## config.mk

```make
export PLATFORM = sky130hd
export DESIGN_NAME = midi_track_event_parser_top
export DESIGN_NICKNAME = d
export VERILOG_FILES = /design/src/design/mtep_pkg.sv /design/src/design/mtep_front.sv /design/src/design/mtep_queue.sv /design/src/design/mtep_back.sv /design/src/design/midi_track_event_parser_top.sv
export SDC_FILE = /design/constraint.sdc
export NUM_CORES = 2
export LEC_CHECK = 0
export BUFFER_PORTS_ARGS = -buffer_cell sky130_fd_sc_hd__buf_4
export CAP_MARGIN = 20
export CELL_PAD_IN_SITES_DETAIL_PLACEMENT = 0
export CELL_PAD_IN_SITES_GLOBAL_PLACEMENT = 1
export CORE_MARGIN = 2
export CORE_UTILIZATION = 46
export DETAILED_ROUTE_END_ITERATION = 8
export PLACE_DENSITY = 0.84
export RECOVER_POWER = 100
export SETUP_SLACK_MARGIN = 0.15
export SYNTH_ARGS = -nofsm -noshare
export SYNTH_HDL_FRONTEND = slang
export SYNTH_SLANG_ARGS = --single-unit
export TNS_END_PERCENT = 10
```

## constraint.sdc

```tcl
create_clock -name aclk -period 9.9 [get_ports aclk]
set_input_delay 0 -clock aclk [delete_from_list [all_inputs] [get_ports aclk]]
set_output_delay 0 -clock aclk [all_outputs]
set_load 0.005 [all_outputs]
```

## src/design/mtep_pkg.sv

```systemverilog
// ----------------------------------------------------------------------------
// MIDI track event parser - shared types and constants
// Transaction payloads, queue entry format and byte codes of the track parser.
// ----------------------------------------------------------------------------
package mtep_pkg;

    localparam int TICK_W              = 32;
    localparam int MAX_DELTA_BYTES_DEF = 4;
    localparam int QUEUE_DEPTH_DEF     = 4;
    localparam int SCALE_W             = 16;
    localparam int CFG_ADDR_W          = 3;
    localparam int CFG_DATA_W          = 32;

    // Configuration register indexes (byte address 4*index)
    localparam logic [0:0] REG_SCALE_ENABLE = 1'b0;
    localparam logic [0:0] REG_TICK_SCALE   = 1'b1;

    // Byte codes
    localparam logic [7:0] SYSEX_START = 8'hF0;
    localparam logic [7:0] SYSEX_END   = 8'hF7;
    localparam logic [7:0] META_STATUS = 8'hFF;
    localparam logic [3:0] NIB_PROGRAM  = 4'hC;
    localparam logic [3:0] NIB_PRESSURE = 4'hD;
    localparam logic [3:0] NIB_SYSTEM   = 4'hF;

    // Error codes
    localparam logic ERR_STATUS = 1'b0;
    localparam logic ERR_DELTA  = 1'b1;

    typedef enum logic [1:0] {
        KIND_CHANNEL = 2'd0,
        KIND_SYSEX   = 2'd1,
        KIND_META    = 2'd2,
        KIND_ERROR   = 2'd3
    } kind_t;

    typedef struct packed {
        logic [7:0] data_byte;
        logic       track_start;
    } in_t;

    typedef struct packed {
        kind_t              kind;
        logic [3:0]         status_nibble;
        logic [3:0]         channel;
        logic [7:0]         first_data;
        logic [7:0]         second_data;
        logic [7:0]         meta_type;
        logic [7:0]         payload_byte;
        logic               payload_valid;
        logic               last_of_event;
        logic [TICK_W-1:0]  tick;
        logic               error_code;
    } out_t;

    // Front-to-back queue entry: optional new track time, optional result
    typedef struct packed {
        logic              upd_time;
        logic [TICK_W-1:0] track_time;
        logic              has_res;
        out_t              res;
    } entry_t;

    typedef struct packed {
        logic full;
        logic empty;
    } queue_status_t;

endpackage

```

## src/design/mtep_front.sv

```systemverilog
// ----------------------------------------------------------------------------
// MIDI track event parser - front end
// Byte classifier: delta-time decode, saturating track time, event framing.
// ----------------------------------------------------------------------------
module mtep_front #(
    parameter int MAX_DELTA_BYTES = mtep_pkg::MAX_DELTA_BYTES_DEF
) (
    input  logic              aclk,
    input  logic              aresetn,
    input  logic              in_fire,
    input  mtep_pkg::in_t     in_data,
    output logic              push,
    output mtep_pkg::entry_t  push_entry
);

    localparam int ACC_W = 7 * MAX_DELTA_BYTES;
    localparam int CNT_W = $clog2(MAX_DELTA_BYTES + 1);
    localparam int SUM_W = ((ACC_W > mtep_pkg::TICK_W) ? ACC_W : mtep_pkg::TICK_W) + 1;
    localparam logic [CNT_W-1:0] CNT_LIMIT = CNT_W'(MAX_DELTA_BYTES);

    typedef enum logic [3:0] {
        PH_DELTA, PH_STATUS, PH_DATA1, PH_DATA2, PH_SYSEX_EMPTY,
        PH_SYSEX_HELD, PH_META_TYPE, PH_META_LEN, PH_META_DATA, PH_HALT
    } phase_t;

    phase_t                      phase_reg, phase_next, cur_phase;
    logic [ACC_W-1:0]            accum_reg, accum_next, cur_accum;
    logic [CNT_W-1:0]            cnt_reg, cnt_next, cur_cnt, cnt_inc;
    logic [mtep_pkg::TICK_W-1:0] track_reg, track_next, cur_track;
    logic [7:0]                  status_reg, status_next;
    logic [7:0]                  held_reg, held_next;
    logic [7:0]                  mtype_reg, mtype_next;
    logic [ACC_W-1:0]            left_reg, left_next;
    logic [ACC_W+6:0]            accum_sh, left_sh;
    logic [SUM_W-1:0]            sum;
    logic [7:0]                  b;
    logic                        more;

    assign b = in_data.data_byte;
    assign more = b[7];

    always_comb begin
        // track start clears the parser before the byte is parsed
        cur_phase = in_data.track_start ? PH_DELTA : phase_reg;
        cur_accum = in_data.track_start ? '0 : accum_reg;
        cur_cnt   = in_data.track_start ? '0 : cnt_reg;
        cur_track = in_data.track_start ? '0 : track_reg;

        accum_sh = {cur_accum, b[6:0]};
        left_sh  = {left_reg, b[6:0]};
        cnt_inc  = cur_cnt + CNT_W'(1);
        sum      = SUM_W'(cur_track) + SUM_W'(accum_sh[ACC_W-1:0]);

        phase_next  = cur_phase;
        accum_next  = cur_accum;
        cnt_next    = cur_cnt;
        track_next  = cur_track;
        status_next = status_reg;
        held_next   = held_reg;
        mtype_next  = mtype_reg;
        left_next   = left_reg;

        push                  = in_data.track_start;
        push_entry            = '0;
        push_entry.upd_time   = in_data.track_start;
        push_entry.track_time = '0;

        unique case (cur_phase)
            PH_DELTA: begin
                if (more) begin
                    accum_next = accum_sh[ACC_W-1:0];
                    cnt_next   = cnt_inc;
                    if (cnt_inc >= CNT_LIMIT) begin
                        phase_next                = PH_HALT;
                        push                      = 1'b1;
                        push_entry.has_res        = 1'b1;
                        push_entry.res.kind       = mtep_pkg::KIND_ERROR;
                        push_entry.res.error_code = mtep_pkg::ERR_DELTA;
                    end
                end else begin
                    // saturate the absolute time at all ones
                    if (|(sum >> mtep_pkg::TICK_W)) begin
                        track_next = '1;
                    end else begin
                        track_next = sum[mtep_pkg::TICK_W-1:0];
                    end
                    accum_next            = '0;
                    cnt_next              = '0;
                    phase_next            = PH_STATUS;
                    push                  = 1'b1;
                    push_entry.upd_time   = 1'b1;
                    push_entry.track_time = track_next;
                end
            end
            PH_STATUS: begin
                if (!more) begin
                    phase_next                = PH_HALT;
                    push                      = 1'b1;
                    push_entry.has_res        = 1'b1;
                    push_entry.res.kind       = mtep_pkg::KIND_ERROR;
                    push_entry.res.error_code = mtep_pkg::ERR_STATUS;
                end else begin
                    status_next = b;
                    if (b[7:4] != mtep_pkg::NIB_SYSTEM) begin
                        phase_next = PH_DATA1;
                    end else if (b == mtep_pkg::SYSEX_START || b == mtep_pkg::SYSEX_END) begin
                        phase_next = PH_SYSEX_EMPTY;
                    end else if (b == mtep_pkg::META_STATUS) begin
                        phase_next = PH_META_TYPE;
                    end else begin
                        phase_next = PH_DELTA;
                    end
                end
            end
            PH_DATA1: begin
                held_next = b;
                if (status_reg[7:4] == mtep_pkg::NIB_PROGRAM ||
                    status_reg[7:4] == mtep_pkg::NIB_PRESSURE) begin
                    phase_next                   = PH_DELTA;
                    push                         = 1'b1;
                    push_entry.has_res           = 1'b1;
                    push_entry.res.kind          = mtep_pkg::KIND_CHANNEL;
                    push_entry.res.status_nibble = status_reg[7:4];
                    push_entry.res.channel       = status_reg[3:0];
                    push_entry.res.first_data    = b;
                end else begin
                    phase_next = PH_DATA2;
                end
            end
            PH_DATA2: begin
                phase_next                   = PH_DELTA;
                push                         = 1'b1;
                push_entry.has_res           = 1'b1;
                push_entry.res.kind          = mtep_pkg::KIND_CHANNEL;
                push_entry.res.status_nibble = status_reg[7:4];
                push_entry.res.channel       = status_reg[3:0];
                push_entry.res.first_data    = held_reg;
                push_entry.res.second_data   = b;
            end
            PH_SYSEX_EMPTY: begin
                if (b == mtep_pkg::SYSEX_END) begin
                    phase_next                   = PH_DELTA;
                    push                         = 1'b1;
                    push_entry.has_res           = 1'b1;
                    push_entry.res.kind          = mtep_pkg::KIND_SYSEX;
                    push_entry.res.last_of_event = 1'b1;
                end else begin
                    held_next  = b;
                    phase_next = PH_SYSEX_HELD;
                end
            end
            PH_SYSEX_HELD: begin
                // hold each byte until the next one arrives so the end marker can flag it last
                push                         = 1'b1;
                push_entry.has_res           = 1'b1;
                push_entry.res.kind          = mtep_pkg::KIND_SYSEX;
                push_entry.res.payload_byte  = held_reg;
                push_entry.res.payload_valid = 1'b1;
                if (b == mtep_pkg::SYSEX_END) begin
                    phase_next                   = PH_DELTA;
                    push_entry.res.last_of_event = 1'b1;
                end else begin
                    held_next = b;
                end
            end
            PH_META_TYPE: begin
                mtype_next = b;
                left_next  = '0;
                cnt_next   = '0;
                phase_next = PH_META_LEN;
            end
            PH_META_LEN: begin
                left_next = left_sh[ACC_W-1:0];
                if (more) begin
                    cnt_next = cnt_inc;
                    if (cnt_inc >= CNT_LIMIT) begin
                        phase_next                = PH_HALT;
                        push                      = 1'b1;
                        push_entry.has_res        = 1'b1;
                        push_entry.res.kind       = mtep_pkg::KIND_ERROR;
                        push_entry.res.error_code = mtep_pkg::ERR_DELTA;
                    end
                end else begin
                    cnt_next = '0;
                    if (left_sh[ACC_W-1:0] == '0) begin
                        phase_next                   = PH_DELTA;
                        push                         = 1'b1;
                        push_entry.has_res           = 1'b1;
                        push_entry.res.kind          = mtep_pkg::KIND_META;
                        push_entry.res.meta_type     = mtype_reg;
                        push_entry.res.last_of_event = 1'b1;
                    end else begin
                        phase_next = PH_META_DATA;
                    end
                end
            end
            PH_META_DATA: begin
                left_next                    = left_reg - ACC_W'(1);
                push                         = 1'b1;
                push_entry.has_res           = 1'b1;
                push_entry.res.kind          = mtep_pkg::KIND_META;
                push_entry.res.meta_type     = mtype_reg;
                push_entry.res.payload_byte  = b;
                push_entry.res.payload_valid = 1'b1;
                if (left_reg == ACC_W'(1)) begin
                    phase_next                   = PH_DELTA;
                    push_entry.res.last_of_event = 1'b1;
                end
            end
            PH_HALT: begin
                phase_next = PH_HALT;
            end
            default: begin
                phase_next = PH_HALT;
            end
        endcase

        if (!in_fire) begin
            push = 1'b0;
        end
    end

    always_ff @(posedge aclk) begin
        if (!aresetn) begin
            phase_reg <= PH_DELTA;
            accum_reg <= '0;
            cnt_reg   <= '0;
            track_reg <= '0;
        end else if (in_fire) begin
            phase_reg <= phase_next;
            accum_reg <= accum_next;
            cnt_reg   <= cnt_next;
            track_reg <= track_next;
        end
    end

    always_ff @(posedge aclk) begin
        if (in_fire) begin
            status_reg <= status_next;
            held_reg   <= held_next;
            mtype_reg  <= mtype_next;
            left_reg   <= left_next;
        end
    end

endmodule

```

## src/design/mtep_queue.sv

```systemverilog
// ----------------------------------------------------------------------------
// MIDI track event parser - decoupling queue
// Small register FIFO between the byte classifier and the result stage.
// ----------------------------------------------------------------------------
module mtep_queue #(
    parameter int QUEUE_DEPTH = mtep_pkg::QUEUE_DEPTH_DEF
) (
    input  logic                    aclk,
    input  logic                    aresetn,
    input  logic                    push,
    input  mtep_pkg::entry_t        push_entry,
    input  logic                    pop,
    output mtep_pkg::entry_t        head,
    output mtep_pkg::queue_status_t status
);

    localparam int PTR_W = (QUEUE_DEPTH > 1) ? $clog2(QUEUE_DEPTH) : 1;
    localparam int CNT_W = $clog2(QUEUE_DEPTH + 1);
    localparam logic [PTR_W-1:0] PTR_LAST = PTR_W'(QUEUE_DEPTH - 1);

    mtep_pkg::entry_t q_reg [QUEUE_DEPTH];
    logic [PTR_W-1:0] wr_ptr_reg, rd_ptr_reg;
    logic [CNT_W-1:0] count_reg;

    assign head         = q_reg[rd_ptr_reg];
    assign status.full  = (count_reg == CNT_W'(QUEUE_DEPTH));
    assign status.empty = (count_reg == '0);

    always_ff @(posedge aclk) begin
        if (!aresetn) begin
            wr_ptr_reg <= '0;
            rd_ptr_reg <= '0;
            count_reg  <= '0;
        end else begin
            if (push) begin
                wr_ptr_reg <= (wr_ptr_reg == PTR_LAST) ? '0 : wr_ptr_reg + PTR_W'(1);
            end
            if (pop) begin
                rd_ptr_reg <= (rd_ptr_reg == PTR_LAST) ? '0 : rd_ptr_reg + PTR_W'(1);
            end
            if (push && !pop) begin
                count_reg <= count_reg + CNT_W'(1);
            end else if (pop && !push) begin
                count_reg <= count_reg - CNT_W'(1);
            end
        end
    end

    always_ff @(posedge aclk) begin
        if (push) begin
            q_reg[wr_ptr_reg] <= push_entry;
        end
    end

endmodule

```

## src/design/mtep_back.sv

```systemverilog
// ----------------------------------------------------------------------------
// MIDI track event parser - back end
// Tick scaling with saturation and the registered result stage.
// ----------------------------------------------------------------------------
module mtep_back (
    input  logic                          aclk,
    input  logic                          aresetn,
    input  logic                          scale_enable,
    input  logic [mtep_pkg::SCALE_W-1:0]  tick_scale,
    input  mtep_pkg::entry_t              head,
    input  mtep_pkg::queue_status_t       q_status,
    output logic                          pop,
    output logic                          m_valid,
    input  logic                          m_ready,
    output mtep_pkg::out_t                m_data
);

    localparam int PROD_W = mtep_pkg::TICK_W + mtep_pkg::SCALE_W;

    logic [PROD_W-1:0]           prod;
    logic [mtep_pkg::TICK_W-1:0] scaled;
    logic [mtep_pkg::TICK_W-1:0] event_time_reg;
    logic                        m_valid_reg;
    mtep_pkg::out_t              m_data_reg, res_next;

    assign prod = PROD_W'(head.track_time) * PROD_W'(tick_scale);

    always_comb begin
        if (!scale_enable) begin
            scaled = head.track_time;
        end else if (|prod[PROD_W-1:mtep_pkg::TICK_W]) begin
            scaled = '1;
        end else begin
            scaled = prod[mtep_pkg::TICK_W-1:0];
        end
        res_next      = head.res;
        res_next.tick = head.upd_time ? scaled : event_time_reg;
    end

    assign pop     = !q_status.empty && (!m_valid_reg || m_ready);
    assign m_valid = m_valid_reg;
    assign m_data  = m_data_reg;

    always_ff @(posedge aclk) begin
        if (!aresetn) begin
            m_valid_reg    <= 1'b0;
            event_time_reg <= '0;
        end else begin
            // a pop only happens when the result register is free or leaving
            if (pop) begin
                m_valid_reg <= head.has_res;
            end else if (m_ready) begin
                m_valid_reg <= 1'b0;
            end
            if (pop && head.upd_time) begin
                event_time_reg <= scaled;
            end
        end
    end

    always_ff @(posedge aclk) begin
        if (pop && head.has_res) begin
            m_data_reg <= res_next;
        end
    end

endmodule

```

## src/design/midi_track_event_parser_top.sv

```systemverilog
// ----------------------------------------------------------------------------
// MIDI track event parser - top level
// Parses track chunk bytes into channel events, sysex and meta bytes, errors.
// ----------------------------------------------------------------------------
//  channel  | direction | handshake            | payload
//  s_       | in        | s_valid / s_ready    | mtep_pkg::in_t  (one track byte)
//  m_       | out       | m_valid / m_ready    | mtep_pkg::out_t (one result)
//  APB      | in        | psel/penable/pready  | scale_enable @0x0, tick_scale @0x4
//
//  One byte is accepted per cycle while the queue has room. A byte that
//  yields a result pushes it into the queue at the accepting edge, and the
//  result register takes it once free or emptying, which raises m_valid.
//  Front and result stage each move one queue entry a cycle, so the
//  sustained rate is one byte per cycle while m_ready stays high.
//  Reset (aresetn low, synchronous) clears parser, queue, m_valid, event
//  time and scale_enable and sets tick_scale to 1. A stalled m_ready fills
//  the queue; s_ready is low until a pop, and rises in the cycle after it.
// ----------------------------------------------------------------------------
module midi_track_event_parser_top #(
    parameter int MAX_DELTA_BYTES = mtep_pkg::MAX_DELTA_BYTES_DEF,
    parameter int QUEUE_DEPTH     = mtep_pkg::QUEUE_DEPTH_DEF
) (
    input  logic                               aclk,
    input  logic                               aresetn,
    // input transactions
    input  logic                               s_valid,
    output logic                               s_ready,
    input  mtep_pkg::in_t                      s_data,
    // result transactions
    output logic                               m_valid,
    input  logic                               m_ready,
    output mtep_pkg::out_t                     m_data,
    // configuration
    input  logic                               psel,
    input  logic                               penable,
    input  logic                               pwrite,
    input  logic [mtep_pkg::CFG_ADDR_W-1:0]    paddr,
    input  logic [mtep_pkg::CFG_DATA_W-1:0]    pwdata,
    output logic [mtep_pkg::CFG_DATA_W-1:0]    prdata,
    output logic                               pready
);

    logic                           scale_enable_reg;
    logic [mtep_pkg::SCALE_W-1:0]   tick_scale_reg;
    logic                           cfg_write;
    logic [0:0]                     cfg_index;

    logic                           in_fire;
    logic                           push;
    logic                           pop;
    mtep_pkg::entry_t               push_entry;
    mtep_pkg::entry_t               head;
    mtep_pkg::queue_status_t        q_status;

    // Configuration port: pready tied high, word registers at 4*index
    assign pready    = 1'b1;
    assign cfg_index = paddr[2];
    assign cfg_write = psel && penable && pwrite && pready;

    always_comb begin
        prdata = '0;
        unique case (cfg_index)
            mtep_pkg::REG_SCALE_ENABLE: prdata = mtep_pkg::CFG_DATA_W'(scale_enable_reg);
            mtep_pkg::REG_TICK_SCALE:   prdata = mtep_pkg::CFG_DATA_W'(tick_scale_reg);
            default:                    prdata = '0;
        endcase
    end

    always_ff @(posedge aclk) begin
        if (!aresetn) begin
            scale_enable_reg <= 1'b0;
            tick_scale_reg   <= mtep_pkg::SCALE_W'(1);
        end else if (cfg_write) begin
            unique case (cfg_index)
                mtep_pkg::REG_SCALE_ENABLE: scale_enable_reg <= pwdata[0];
                mtep_pkg::REG_TICK_SCALE:   tick_scale_reg <= pwdata[mtep_pkg::SCALE_W-1:0];
                default: ;
            endcase
        end
    end

    // Accept a byte whenever the queue has room; each byte pushes at most
    // one entry, so room for one entry is all the front needs.
    assign s_ready = !q_status.full;
    assign in_fire = s_valid && s_ready;

    mtep_front #(
        .MAX_DELTA_BYTES (MAX_DELTA_BYTES)
    ) u_front (
        .aclk       (aclk),
        .aresetn    (aresetn),
        .in_fire    (in_fire),
        .in_data    (s_data),
        .push       (push),
        .push_entry (push_entry)
    );

    // Decouple the classifier from the output stall
    mtep_queue #(
        .QUEUE_DEPTH (QUEUE_DEPTH)
    ) u_queue (
        .aclk       (aclk),
        .aresetn    (aresetn),
        .push       (push),
        .push_entry (push_entry),
        .pop        (pop),
        .head       (head),
        .status     (q_status)
    );

    // Scale times and drive the result register
    mtep_back u_back (
        .aclk         (aclk),
        .aresetn      (aresetn),
        .scale_enable (scale_enable_reg),
        .tick_scale   (tick_scale_reg),
        .head         (head),
        .q_status     (q_status),
        .pop          (pop),
        .m_valid      (m_valid),
        .m_ready      (m_ready),
        .m_data       (m_data)
    );

endmodule
```

# Yosys cells after proc, flatten, opt, wreduce, memory -nomap -nowiden
# Memory sizes are Yosys's and may differ from the RTL's. A register that Yosys moved wholly into a read port is not among the register bits.
# Cells that the tools add are included.
# totals
register_bits	245
mem_bits_rw	316
in_bits	51
word_cells	163
mem_count	1
# op_classes
addsub	7
multipliers	1
n_lt_le_gt_ge	1
eq_ne	19
muxes	74
bitwise_logic	1
n_reduce_logical	33
# memory_table
name	depth	word_bits	read_ports	rd_ports_with_merged_regs	write_ports	line_no	rtl
u_queue.q_reg	4	79	1	1	1	mtep_queue.sv:21	mtep_pkg::entry_t q_reg [QUEUE_DEPTH];
# op_table
operator	count
$mux 32	7
$pmux 28 s3	1
$mux 33	2
$pmux 32 s2	1
$mux 21	3
$mul 32x16->48	1
$mux 3	13
$mux 4	9
$pmux 4 s9	1
$add 32x28->33	1
$mux 8	4
$pmux 16 s2	1
$pmux 8 s2	2
$eq 28x1->1 const B	1
$logic_not 28->1	1
$sub 28x1->28 const B	1
$eq 8x8->1 const B	3
$pmux 3 s8	1
$mux 1	19
$mux 19	1
$pmux 9 s2	1
$eq 4x3->1 const B	4
$reduce_or 16->1	1
$mux 2	5
other kinds (26)	52

# Longest topological paths before layout
# logic_depth
depth_word	11
depth_mapped	31

# Cells and area by module
# From an unflattened synthesis, not the netlist that was laid out.
# unflattened
hier_cells	3947
area_unflattened_um2	46195.6
# by_module_without_submodules
mod	instances	cells_each	area_per_inst_um2	seq_area_each_um2
mtep_back	1	2301	21150.3	2972.9
mtep_queue	1	623	16465.8	13513.0
mtep_front	1	909	7608.5	2732.6
midi_track_event_parser_top	1	114	970.9	340.3

# Worst setup path after synthesis
# OpenSTA, ideal clock, no wires.
# synth_timing
path_type	register -> register
from	register (tool-made name)
to	register u_back.m_data_reg (netlist bit u_back.m_data[27]) (data pin)
arrival_ns	8.958
path_slack_ns	0.674
stages_incl_launch_ff	29
path_buffers	5
synth_period_minus_slack_ns	9.226
cell_sequence	dfxtp_1 > clkbuf_1 > clkbuf_1 > mux4_2 > clkbuf_1 > and2_1 > fa_1 > inv_1 > fa_1 > fa_1 > inv_1 > fa_1 > fa_1 > inv_1 > fa_1 > inv_1 > ha_1 > nand4_1 > or4_1 > a2111o_1 > a31oi_4 > mux2i_1 > or4_1 > or4_1 > or4_1 > buf_6 > buf_8 > nor4_4 > o31ai_1
# synth_lines
item	line_no	rtl
end signal: assignment	mtep_back.sv:63	m_data_reg <= res_next;
end: declaration	mtep_back.sv:24	mtep_pkg::out_t m_data_reg, res_next;

==> results.cfg <==
[grt]
grt_max_degree = 79
track_usage_pct = 23.4
overflow = 0
grt_pass1_wl_um = 167000
antenna_found_initial = 1
grt_pass1_vias = 29200

[finish]
final_net_count = 4558
drive_above_1_share_pct = 9.93
final_common_cell = nand2_1
largest_register_ffs = 316
utilization_pct = 51.6
final_cell_mix = nand2_1 (498), inv_1 (466), edfxtp_1 (444)
areaGrowthSynthToFinish_pct = 10.8
fill_cells = 7741

[hold_path]
min-delay-path-class = input port to register

[detailed_routing]
firstDrtPassIters = 7
routed_wl_um = 106000
dr_total_vias = 28500
drtIter0Drc = 2327
wl_per_cell_um = 20.6
avgViaCountPerCell = 5.54
ant_nets = 0
post-route-drc-count = 0

[setup_path]
cp_max_fo = 20
path_buf_inv = 7
crit_family = adder cells
worstSetupEndpointType = register
max_stage_delay_ns = 0.70
criticalPathCategory = register to register
cp_data_arrival_time_ns = 9.85
worstSetupStartpointType = register
slowest_stage = mux4_2
required_ns = 10.24
cpMostUsedCell = fa_1

[cts]
clock_latency_ns = 0.64
htree_levels = 2
cts_tree = done
clock-sinks = 563
cts_made_buffers = 58
clk_pin_slew_worst_paths_ns = 0.07
root_buffer = clkbuf_16
clock_path_buffers = 3

[floorplan]
core_um2 = 88500
die_x_um = 303
rows = 109
dieArea_um2 = 92000
num_io_pins = 163
initial_core_util_pct = 46.6
fp.dieH_um = 303

[status]
violations = max-capacitance violations, max-slew violations
status = complete, but fails checks

[sta]
fin_skew_ns = 0.0724
finalCritPeriodShare_pct = 96.1
max_freq_ghz = 0.105
relSlewSlack_pct = -178
hold_viol_final = 0
rsz0062_at_grt = true
period_needed_ns = 9.51
tns_ns = 0
worst_pin_slew_ns = 4.17
drv_slew = 564
setup_violations = 0

[yosys]
yosys_register_bits = 563
async_flop_share_pct = 0
ys_dominant_reg_cell = edfxtp_1
syn_inst = 3790
ys_seq_area_share_pct = 38.1
synth_area_um2 = 41200
syn_avg_cell_area_um2 = 10.9
yosysWarnings = 0
synth_cell_type_count = 78
synth_edf_count = 444

[power]
swShare_pct = 40.4
p_leak_nw = 17.9
p_switching_mw = 3.98
p_seq_share_pct = 32.8
p_int_mw = 5.87
max-vdd-ir-drop_mv = 0.171
power_density_nw_per_um2 = 216
power_frac_comb_pct = 44.9
clockPowerShare_pct = 22.3

[placed_design]
gp_congestion = 0.923
hpwl_um = 77600
portBuffers = 127

[flow_run]
cap_violations = 16
==> cell families (layout without fill, tap and decap cells) <==
kind of cell | count (synthesis) | in the layout | share of synthesized area, %
AND/OR/NAND/NOR | 1268 | 1268 | 15.6
buffers and inverters | 687 | 861 | 6.51
adder cells (fa/ha/maj) | 577 | 577 | 25.2
flip-flops | 563 | 563 | 38.1
AO/OA/AOI/OAI | 518 | 518 | 8.14
multiplexers | 92 | 92 | 4.61
XOR/XNOR | 83 | 83 | 1.76
other | 2 | 18 | 0.0182
==> layout make-up <==
class | instances | area (um^2) | share of cell area [%]
Tap cell | 1165 | 1460 | 3.19
Sequential cell | 563 | 15700 | 34.4
Multi-Input combinational cell | 2555 | 22800 | 49.9
Clock buffer | 70 | 1510 | 3.30
Timing Repair Buffer | 286 | 2050 | 4.48
Antenna cell | 1 | 2.50 | 0.00548
Clock inverter | 39 | 407 | 0.891
Inverter | 466 | 1750 | 3.83
==> metal layers <==
| layer | global-route usage (%) | vias up | part of all wire (%) |
|---|---|---|---|
| li1 | - | 12900 | - |
| met2 | 37.0 | 1004 | 46 |
| met4 | 6.01 | 0 | 2.5 |
| met3 | 4.54 | 181 | 7.6 |
| met5 | 0 | - | 0 |
| met1 | 33.3 | 14400 | 44 |
==> metrics by stage <==
stage	instance area (um^2)	hold slack [ns]	setup WS (ns)	std cells	total power, mW
2_1_floorplan	41300	0.0989	0.674	3805	5.98
3_3_place_gp	43700	0.226	0.432	4995	7.65
3_5_place_dp	43700	0.233	0.436	4995	7.68
4_1_cts	46000	0.0223	0.375	5137	9.94
5_1_grt	45700	0.102	0.0738	5144	10.4
6_report	45700	0.0530	0.388	5145	9.86
==> tightest hold or removal path: stages <==
cell	delay (ns)
buf_4	0.11
nand3_1	0.10
nor2_1	0.23
nand2_1	0.13
a21boi_0	0.06
==> what timing repair did <==
| action | 4_1_cts | 5_1_grt |
|---|---|---|
| resized for setup | 0 | 4 |
| hold buffers | 33 | 0 |
| buffers inserted | 0 | 7 |
| endpoints found under the setup margin | 0 | 17 |
| hold endpoints to repair | 153 | 0 |
==> final timing paths <==
| path | cells past startpoint | endpoint | from | slack [ns] |
|---|---|---|---|---|
| worst min-delay path | 5 | tick_scale_reg[6] | penable | 0.05 |
| worst max register to register | 27 | u_back.m_data[12] | register | 0.39 |
| worst min register to register | 2 | u_back.event_time_reg[25] | u_back.event_time_reg[25] | 0.45 |
| worst max-delay path | 27 | u_back.m_data[12] | register | 0.39 |
==> power groups by stage <==
stage	clock (mW)	combinational [mW]	sequential, mW
after floorplan	0	2.81	3.17
after CTS	2.23	4.49	3.22
final	2.20	4.42	3.23
after global routing	2.32	4.87	3.26
after global placement	0	4.40	3.25
after detailed placement	0	4.42	3.26
==> synth_stat cells (10+ instances only) <==
cell type / instances / area (um^2)
nor4_4: 10 / 213
o21a_1: 15 / 113
nand2_1: 498 / 1870
nand3_1: 47 / 235
inv_1: 465 / 1750
o21ai_1: 14 / 70.1
mux2i_1: 13 / 130
xor2_1: 27 / 236
a22o_1: 15 / 131
buf_1: 17 / 63.8
and3_1: 22 / 138
a31oi_1: 19 / 119
dfxtp_1: 119 / 2380
nor2_1: 146 / 548
o31ai_1: 50 / 375
edfxtp_1: 444 / 13300
mux4_2: 78 / 1760
a21oi_1: 119 / 596
nand2b_1: 10 / 62.6
nor2b_1: 81 / 507
fa_1: 420 / 8410
a21boi_0: 40 / 300
nor4_1: 23 / 144
ha_1: 157 / 1960
buf_4: 18 / 135
xnor2_1: 56 / 490
or3_1: 14 / 87.6
clkbuf_1: 176 / 661
o211ai_1: 13 / 97.6
nor3_1: 29 / 145
a21o_1: 31 / 233
nand4_1: 26 / 163
and2_1: 324 / 2030
o21ai_0: 126 / 631
No activity file was read; power rests on OpenSTA's default activity.
